`src/aqi_pkg.sv`:
```
// Shared types, constants and table functions of the attitude integrator.
// No dependencies; used by aqi_ctrl, aqi_dp and the top level.
`default_nettype none

package aqi_pkg;

    localparam int CORDIC_ITERATIONS_DEF = 32;

    localparam logic [31:0] TIME_STEP_RESET = 32'd167772;
    localparam logic [31:0] ONE_Q30         = 32'h4000_0000;
    localparam logic [31:0] PI_Q30          = 32'd3373259426;
    localparam logic [31:0] HALF_PI_Q30     = 32'd1686629713;
    localparam logic signed [33:0] CORDIC_GAIN = 34'sd652032874;
    localparam logic [63:0] SQRT_TOP_BIT    = 64'h4000_0000_0000_0000;
    localparam logic [5:0]  SQRT_LAST       = 6'd31;
    localparam logic [5:0]  DIV_LAST        = 6'd31;

    // register index (byte address / 4)
    localparam logic REG_TIME_STEP = 1'b0;

    typedef enum logic [4:0] {
        OP_NONE,
        OP_CAPTURE,
        OP_MUL_RSQ,
        OP_ACC,
        OP_SQRT_INIT,
        OP_SQRT_STEP,
        OP_MUL_H,
        OP_H_SET,
        OP_CORDIC,
        OP_D0,
        OP_D_IDENT,
        OP_MUL_RY,
        OP_DIV_INIT_R,
        OP_NDIV_INIT,
        OP_DIV_STEP,
        OP_D_STORE,
        OP_QMUL,
        OP_QACC,
        OP_MAX,
        OP_SHR,
        OP_SHL,
        OP_SCALE,
        OP_MUL_SSQ,
        OP_IDENT,
        OP_NSTORE,
        OP_OUT
    } op_t;

    typedef enum logic [4:0] {
        S_IDLE,
        S_RSQ,
        S_RACC,
        S_SQ_INIT,
        S_SQ_STEP,
        S_MAG_CHK,
        S_H_SET,
        S_CORDIC,
        S_D0,
        S_RY_MUL,
        S_DIV_INIT,
        S_DIV_STEP,
        S_D_STORE,
        S_QMUL,
        S_QACC,
        S_MAX,
        S_SHIFT,
        S_SCALE,
        S_SSQ,
        S_SACC,
        S_NSTORE,
        S_FINISH
    } state_t;

    typedef struct packed {
        op_t        op;
        logic [3:0] idx;
        logic [5:0] cnt;
    } cmd_t;

    typedef struct packed {
        logic mag_zero;
        logic m_zero;
        logic m_high;
        logic m_low;
    } sts_t;

    // CORDIC arctangent step, Q2.30
    function automatic logic signed [33:0] atan_step(input logic [5:0] i);
        logic signed [33:0] t;
        unique case (i)
            6'd0:    t = 34'sd843314857;
            6'd1:    t = 34'sd497837829;
            6'd2:    t = 34'sd263043837;
            6'd3:    t = 34'sd133525159;
            6'd4:    t = 34'sd67021687;
            6'd5:    t = 34'sd33543516;
            6'd6:    t = 34'sd16775851;
            6'd7:    t = 34'sd8388437;
            6'd8:    t = 34'sd4194283;
            6'd9:    t = 34'sd2097149;
            default: t = (i <= 6'd30) ? (34'sd1 <<< (6'd30 - i)) : 34'sd0;
        endcase
        return t;
    endfunction

    // sign of term k = 4*component + attitude index in attitude * delta
    function automatic logic qterm_neg(input logic [3:0] k);
        return (k == 4'd1) || (k == 4'd2) || (k == 4'd3) ||
               (k == 4'd7) || (k == 4'd9) || (k == 4'd14);
    endfunction

endpackage

`default_nettype wire

```
`src/aqi_ctrl.sv`:
```
// Sequencer of the attitude integrator: one item at a time, step by step.
// Depends on aqi_pkg; drives aqi_dp through a command struct.
`default_nettype none

module aqi_ctrl #(
    parameter int CORDIC_ITERATIONS = aqi_pkg::CORDIC_ITERATIONS_DEF
) (
    input  logic          clk,
    input  logic          rst_n,
    input  logic          s_axis_tvalid,
    output logic          s_axis_tready,
    input  logic          s_axis_tuser,
    output logic          m_axis_tvalid,
    input  logic          m_axis_tready,
    output aqi_pkg::cmd_t cmd,
    input  aqi_pkg::sts_t sts
);

    localparam logic [5:0] CORDIC_LAST = 6'(CORDIC_ITERATIONS - 1);

    aqi_pkg::state_t state_reg, state_next;
    logic [3:0] idx_reg, idx_next;
    logic [5:0] cnt_reg, cnt_next;
    logic       norm_reg, norm_next;
    logic       out_valid_reg, out_valid_next;

    assign s_axis_tready = (state_reg == aqi_pkg::S_IDLE);
    assign m_axis_tvalid = out_valid_reg;

    // state registers
    always_ff @(posedge clk or negedge rst_n)
    begin
        if (!rst_n)
        begin
            state_reg     <= aqi_pkg::S_IDLE;
            idx_reg       <= '0;
            cnt_reg       <= '0;
            norm_reg      <= 1'b0;
            out_valid_reg <= 1'b0;
        end
        else
        begin
            state_reg     <= state_next;
            idx_reg       <= idx_next;
            cnt_reg       <= cnt_next;
            norm_reg      <= norm_next;
            out_valid_reg <= out_valid_next;
        end
    end

    // next state and commands
    always_comb
    begin
        state_next     = state_reg;
        idx_next       = idx_reg;
        cnt_next       = cnt_reg;
        norm_next      = norm_reg;
        out_valid_next = out_valid_reg && !m_axis_tready;
        cmd.op         = aqi_pkg::OP_NONE;
        cmd.idx        = idx_reg;
        cmd.cnt        = cnt_reg;
        unique case (state_reg)
            aqi_pkg::S_IDLE:
            begin
                if (s_axis_tvalid)
                begin
                    cmd.op     = aqi_pkg::OP_CAPTURE;
                    idx_next   = '0;
                    cnt_next   = '0;
                    norm_next  = 1'b0;
                    state_next = s_axis_tuser ? aqi_pkg::S_MAX : aqi_pkg::S_RSQ;
                end
            end
            aqi_pkg::S_RSQ:
            begin
                cmd.op     = aqi_pkg::OP_MUL_RSQ;
                state_next = aqi_pkg::S_RACC;
            end
            aqi_pkg::S_RACC:
            begin
                cmd.op = aqi_pkg::OP_ACC;
                if (idx_reg == 4'd2)
                begin
                    idx_next   = '0;
                    state_next = aqi_pkg::S_SQ_INIT;
                end
                else
                begin
                    idx_next   = idx_reg + 4'd1;
                    state_next = aqi_pkg::S_RSQ;
                end
            end
            aqi_pkg::S_SQ_INIT:
            begin
                cmd.op     = aqi_pkg::OP_SQRT_INIT;
                cnt_next   = '0;
                state_next = aqi_pkg::S_SQ_STEP;
            end
            aqi_pkg::S_SQ_STEP:
            begin
                cmd.op = aqi_pkg::OP_SQRT_STEP;
                if (cnt_reg == aqi_pkg::SQRT_LAST)
                begin
                    cnt_next   = '0;
                    idx_next   = '0;
                    state_next = norm_reg ? aqi_pkg::S_DIV_INIT : aqi_pkg::S_MAG_CHK;
                end
                else
                begin
                    cnt_next = cnt_reg + 6'd1;
                end
            end
            aqi_pkg::S_MAG_CHK:
            begin
                if (sts.mag_zero)
                begin
                    cmd.op     = aqi_pkg::OP_D_IDENT;
                    idx_next   = '0;
                    state_next = aqi_pkg::S_QMUL;
                end
                else
                begin
                    cmd.op     = aqi_pkg::OP_MUL_H;
                    state_next = aqi_pkg::S_H_SET;
                end
            end
            aqi_pkg::S_H_SET:
            begin
                cmd.op     = aqi_pkg::OP_H_SET;
                cnt_next   = '0;
                state_next = aqi_pkg::S_CORDIC;
            end
            aqi_pkg::S_CORDIC:
            begin
                cmd.op = aqi_pkg::OP_CORDIC;
                if (cnt_reg == CORDIC_LAST)
                    state_next = aqi_pkg::S_D0;
                else
                    cnt_next = cnt_reg + 6'd1;
            end
            aqi_pkg::S_D0:
            begin
                cmd.op     = aqi_pkg::OP_D0;
                idx_next   = '0;
                state_next = aqi_pkg::S_RY_MUL;
            end
            aqi_pkg::S_RY_MUL:
            begin
                cmd.op     = aqi_pkg::OP_MUL_RY;
                state_next = aqi_pkg::S_DIV_INIT;
            end
            aqi_pkg::S_DIV_INIT:
            begin
                cmd.op     = norm_reg ? aqi_pkg::OP_NDIV_INIT : aqi_pkg::OP_DIV_INIT_R;
                cnt_next   = '0;
                state_next = aqi_pkg::S_DIV_STEP;
            end
            aqi_pkg::S_DIV_STEP:
            begin
                cmd.op = aqi_pkg::OP_DIV_STEP;
                if (cnt_reg == aqi_pkg::DIV_LAST)
                    state_next = norm_reg ? aqi_pkg::S_NSTORE : aqi_pkg::S_D_STORE;
                else
                    cnt_next = cnt_reg + 6'd1;
            end
            aqi_pkg::S_D_STORE:
            begin
                cmd.op = aqi_pkg::OP_D_STORE;
                if (idx_reg == 4'd2)
                begin
                    idx_next   = '0;
                    state_next = aqi_pkg::S_QMUL;
                end
                else
                begin
                    idx_next   = idx_reg + 4'd1;
                    state_next = aqi_pkg::S_RY_MUL;
                end
            end
            aqi_pkg::S_QMUL:
            begin
                cmd.op     = aqi_pkg::OP_QMUL;
                state_next = aqi_pkg::S_QACC;
            end
            aqi_pkg::S_QACC:
            begin
                cmd.op = aqi_pkg::OP_QACC;
                if (idx_reg == 4'd15)
                begin
                    idx_next   = '0;
                    state_next = aqi_pkg::S_MAX;
                end
                else
                begin
                    idx_next   = idx_reg + 4'd1;
                    state_next = aqi_pkg::S_QMUL;
                end
            end
            aqi_pkg::S_MAX:
            begin
                cmd.op = aqi_pkg::OP_MAX;
                if (idx_reg == 4'd3)
                    state_next = aqi_pkg::S_SHIFT;
                else
                    idx_next = idx_reg + 4'd1;
            end
            aqi_pkg::S_SHIFT:
            begin
                priority if (sts.m_zero)
                begin
                    cmd.op     = aqi_pkg::OP_IDENT;
                    state_next = aqi_pkg::S_FINISH;
                end
                else if (sts.m_high)
                    cmd.op = aqi_pkg::OP_SHR;
                else if (sts.m_low)
                    cmd.op = aqi_pkg::OP_SHL;
                else
                begin
                    idx_next   = '0;
                    state_next = aqi_pkg::S_SCALE;
                end
            end
            aqi_pkg::S_SCALE:
            begin
                cmd.op = aqi_pkg::OP_SCALE;
                if (idx_reg == 4'd3)
                begin
                    idx_next   = '0;
                    state_next = aqi_pkg::S_SSQ;
                end
                else
                    idx_next = idx_reg + 4'd1;
            end
            aqi_pkg::S_SSQ:
            begin
                cmd.op     = aqi_pkg::OP_MUL_SSQ;
                state_next = aqi_pkg::S_SACC;
            end
            aqi_pkg::S_SACC:
            begin
                cmd.op = aqi_pkg::OP_ACC;
                if (idx_reg == 4'd3)
                begin
                    idx_next   = '0;
                    norm_next  = 1'b1;
                    state_next = aqi_pkg::S_SQ_INIT;
                end
                else
                begin
                    idx_next   = idx_reg + 4'd1;
                    state_next = aqi_pkg::S_SSQ;
                end
            end
            aqi_pkg::S_NSTORE:
            begin
                cmd.op = aqi_pkg::OP_NSTORE;
                if (idx_reg == 4'd3)
                    state_next = aqi_pkg::S_FINISH;
                else
                begin
                    idx_next   = idx_reg + 4'd1;
                    state_next = aqi_pkg::S_DIV_INIT;
                end
            end
            aqi_pkg::S_FINISH:
            begin
                if (!out_valid_reg || m_axis_tready)
                begin
                    cmd.op         = aqi_pkg::OP_OUT;
                    out_valid_next = 1'b1;
                    state_next     = aqi_pkg::S_IDLE;
                end
            end
            default:
                state_next = aqi_pkg::S_IDLE;
        endcase
    end

endmodule

`default_nettype wire

```
`config.mk`:
```
export PLATFORM = sky130hd
export DESIGN_NAME = aqi_ctrl
export DESIGN_NICKNAME = d
export VERILOG_FILES = /design/src/aqi_pkg.sv /design/src/aqi_ctrl.sv
export SDC_FILE = /design/constraint.sdc
export NUM_CORES = 1
export LEC_CHECK = 0
export BUFFER_PORTS_ARGS = -buffer_cell sky130_fd_sc_hd__buf_2
export CORE_MARGIN = 2
export CORE_UTILIZATION = 55
export CTS_BUF_LIST = sky130_fd_sc_hd__clkbuf_4 sky130_fd_sc_hd__clkbuf_8
export CTS_CLUSTER_DIAMETER = 150
export CTS_CLUSTER_SIZE = 12
export DETAILED_ROUTE_END_ITERATION = 10
export GPL_ROUTABILITY_DRIVEN = 0
export PLACE_DENSITY = 0.77
export SYNTH_ARGS = -nofsm -noshare
export SYNTH_HDL_FRONTEND = slang
export SYNTH_SLANG_ARGS = --single-unit
```
`constraint.sdc`:
```
create_clock -name clk -period 2.9 [get_ports clk]
set_input_delay 0.29 -clock clk [delete_from_list [all_inputs] [get_ports clk]]
set_output_delay 0.29 -clock clk [all_outputs]
set_load 0.01 [all_outputs]
```
# After elaboration in Yosys (flattened, before gate mapping)

Cells that the tools add are included.

Bits in registers: 17
Input bits: 9
Output and inout port bits: 17
Logic and storage cells: 114

Add/sub/neg operators: 2
Equal/unequal tests: 41
Muxes and demuxes: 48
Reduce and logical (&&, ||, !) cells: 18

Operators with widths:

| operator            | count |
|---|---|
| $pmux 5 s22         | 1 |
| $pmux 5 s21         | 1 |
| $mux 5              | 17 |
| $mux 4              | 14 |
| $eq 5x4->1 const B  | 8 |
| $pmux 4 s9          | 1 |
| $eq 5x5->1 const B  | 6 |
| $ne 2x2->1 const B  | 14 |
| $pmux 6 s4          | 1 |
| $eq 5x3->1 const B  | 4 |
| $mux 6              | 3 |
| $eq 5x2->1 const B  | 2 |
| $reduce_or 2->1     | 5 |
| $reduce_and 9->1    | 1 |
| $reduce_bool 9->1   | 1 |
| $eq 4x2->1 const B  | 2 |
| $reduce_and 8->1    | 1 |
| $add 6x1->6 const B | 1 |
| $eq 6x5->1 const B  | 1 |
| $mux 1              | 6 |
| $ne 3x3->1 const B  | 2 |
| $reduce_and 3->1    | 2 |
| $eq 5x1->1 const B  | 1 |
| $logic_not 5->1     | 1 |
| 11 further kinds    | 13 |

# Depth between registers and ports, before layout

Depth after elaboration: 4
Mapped depth: 8
Mapped depth without buffers: 7

# Worst setup path before layout

No wires, ideal clock.

Path type: reg2reg
Start: register idx_reg[0]
End: register state_reg[3]
Arrival time: 2.007 ns
Slack: 0.768 ns
Cell stages (with the launch flop): 8
Clock period less this slack: 2.132 ns
Path through: dfrtp_1 > ha_1 > or3b_1 > clkbuf_1 > o211ai_1 > o2111ai_2 > nor2_2 > mux2_4

Cells in the longest elaborated chain, start to end: 3
Elaborated cells on any way between the ends: 6

Ends and longest elaborated chain:

| what                                            | RTL line                                          | text |
|---|---|---|
| from (decl)                                     | aqi_ctrl.sv:22                                    | `logic [3:0] idx_reg, idx_next;` |
| from (signal assigned)                          | aqi_ctrl.sv:44                                    | `idx_reg <= idx_next;` |
| $eq 4x2->1 (*)                                  | aqi_ctrl.sv:202, aqi_ctrl.sv:227, aqi_ctrl.sv:258 |  |
| $mux 5 or $ne 2x2->1 (tied branches)            | -                                                 |  |
| $pmux 5 s22 or $reduce_and 9->1 (tied branches) | -                                                 |  |
| to (signal assigned)                            | aqi_ctrl.sv:35                                    | `state_reg <= aqi_pkg::S_IDLE;` |
| to (signal assigned)                            | aqi_ctrl.sv:43                                    | `state_reg <= state_next;` |
| to (decl)                                       | aqi_ctrl.sv:21                                    | `aqi_pkg::state_t state_reg, state_next;` |

Mark *: on every way between the ends. The rest lies on a longest branch, timed or not.
A chain may end at the register's enable or synchronous reset.

==> impl_results.md <==
* Status: finished, final reports clean
* Crit path DAT at 2320 ps
* Seq cells post-synth at 17
* Total gr overflow at 0
* Die Width at 61.5 um
* Pwr dens at 1190 nW/um^2
* Metal3 WL at 481 um
* Hold Crit Class: input pin to flip-flop
* DRT antenna net count at 0
* Clock sinks at 17
* Routed met1 length at 2310 um
* Worst Path Required at 2610 ps
* Max Cap Viol at 0
* Number of global-route vias before repair at 1756
* Max Fclk at 383 MHz
* Via Count at 1989
* Clk root buf: clkbuf_4
* DP Area at 2000 sq um
* Synth Cell Area at 1820 sq um
* Die Height at 61.5 um
* Final Max Tran Viols at 0
* Clk_skew at 6.71 ps
* CP Max Fanout at 27
* Worst slew pin tran at 815 ps
* Vias per inst at 6.54
* Iter 0 DRT Violations at 181
* Post-route setup TNS at 0 ps
* Max H-tree Level at 1
* Crit path time final at 2610 ps
* Total Routing Usage GR at 0.304
* Pin count of the biggest net entering global routing at 28
* First-pass GRT wire length at 8540 um
* Leakage at 0.886 nW
* Routed wl met2 at 2330 um
* Postcts setup bufs at 0
* Post-Place Cells at 299
* Final routed DRC violation total at 0
* Worst path cell trace: buf_4 > nand2b_1 > o32a_1 > o221a_2 > o21ai_1 > buf_2
* Post-synth top flop: dfrtp_1
* N_diodes at 0
* Total Routed Length at 5210 um
* Area grow syn2layout at 12.1%
* YS warnings at 0
* Nature of the critical path endpoint: output pin
* Cells after Synth at 235
* HPWL after DPL at 3830 um
* CTS tree: yes
* Top Layer Used: met4
* WHS at 259 ps
* Clk_lat worst skew at 290 ps
* Largest stage delay, worst path at 880 ps
* Post-synth EDFFs at 0
* Reg clk slew, reported paths at 90 ps
* Avg Inst Size Synth at 7.74 sq um
* Peak VDD IR at 636 uV
* Async set-reset flop share out of synthesis at 1.00
* Slew margin rel. at 0.457
* Fraction of layout instances using a drive strength above 1 at 0.219
* Final Hold Fails at 0
* RSZ-0062 raised after global routing: false
* Post-CTS Resized at 0
* # setup viols final at 0
* Fin cells at 304
* Antenna violations before repair at 0
* Kind of critical path: flip-flop to output pin
* Die Footprint at 3780 sq um
* Post-synth net total at 247
* Crit share post-route at 0.901
* Post-layout instance area at 2040 sq um
* Pre-antenna DRT Iters at 5
* Routed len/inst at 17.2 um
* Reg2Reg Setup Slack at 510 ps
* Hold_buf cts at 1
* Core area at 3100 sq um
* Power Total at 2.42 mW
* Starting Density at 0.586
* Startpoint Class: flip-flop
* Row count at 20
* Register area share after synthesis at 0.234
* Yosys cell types at 70
* Worst path slowest cell: dfrtp_1
* Port Buffers at 25
* CTS max path bufs at 2
* I/O pins at 26
* Num CTS Buffers at 3
* Max FFs per register at 6
* # nets final at 273
* Fillers at 297
==> power breakdown <==
group	internal, mW	leakage, nW	switching (mW)
combinational	0.784	0.643	0.948
clock	0.0629	0.0184	0.0741
sequential	0.311	0.225	0.237
==> kinds of logic (layout without fill, tap and decap cells) <==
kind of cell | count (synthesis) | after routing | share of synthesized area
simple gates | 100 | 100 | 0.310
compound gates | 83 | 83 | 0.317
buf+inv | 23 | 48 | 0.0578
flops | 17 | 17 | 0.234
mux | 6 | 6 | 0.0468
fa+ha+maj | 3 | 3 | 0.0206
xor+xnor | 3 | 3 | 0.0145
==> worst max-delay path: cells and delay by family (launching register included) <==
family / cells / cell delay (ps)
flip-flops: 1 / 880
AO/OA/AOI/OAI: 3 / 630
buffers and inverters: 2 / 420
AND/OR/NAND/NOR: 1 / 100
==> layout by cell type (no fill, tap or decap), types with 4 or more instances in the layout <==
cell	Yosys	layout
clkbuf_4	0	4
buf_4	0	10
nand2_1	19	19
o211ai_1	5	5
inv_1	7	7
nand3_1	12	12
o21ai_1	6	6
nor2_1	21	21
nand2b_1	6	6
o22ai_1	4	4
a21oi_1	19	19
nor3_1	8	8
mux2_4	5	5
nor2b_1	6	6
o21ai_0	11	11
buf_2	9	25
dfrtp_1	17	17
==> area by class of cell <==
class,instances,area (sq um),share of cell area
well taps,44,55.1,0.0270
inverters,8,30.0,0.0147
clock buffers,4,30.0,0.0147
flip-flops and latches,17,425,0.209
multi-input cells,195,1290,0.632
repair buffers,36,210,0.103
==> per-layer routing <==
metal	global-route usage	vias up
li1	-	952
met1	0.415	910
met2	0.480	111
met3	0.0756	16
met4	0.0821	0
met5	0	-
==> final timing paths <==
path | start | to | depth (start not counted)
max reg2reg | state_reg[0]$_DFFE_PN0P_ | idx_reg[1]$_DFFE_PN0P_ | 5
max | state_reg[0]$_DFFE_PN0P_ | cmd[12] | 6
min in group asynchronous | rst_n | m_axis_tvalid$_DFF_PN0_ | 2
max in group asynchronous | rst_n | idx_reg[2]$_DFFE_PN0P_ | 2
min reg2reg | cnt_reg[0]$_DFFE_PN0P_ | cnt_reg[0]$_DFFE_PN0P_ | 1
min | s_axis_tvalid | norm_reg$_DFFE_PN0P_ | 2
==> per-stage QoR <==
stage,utilization,setup slack [ps]
5_1_grt,0.657,140
3_5_place_dp,0.644,527
6_report,0.657,286
4_1_cts,0.657,311
3_3_place_gp,0.644,582
2_1_floorplan,-,768
==> cells in the mapped netlist (all sizes together) (4+ instances only) <==
library cell | count | area [sq um]
a21oi | 19 | 95.1
buf | 13 | 67.6
dfrtp | 17 | 425
inv | 8 | 30.0
mux2 | 5 | 75.1
nand2 | 20 | 77.6
nand2b | 6 | 37.5
nand3 | 12 | 60.1
nor2 | 22 | 85.1
nor2b | 6 | 37.5
nor3 | 9 | 50.1
o211ai | 5 | 37.5
o21ai | 17 | 85.1
o22ai | 4 | 25.0
No activity file was read; power rests on OpenSTA's default activity.
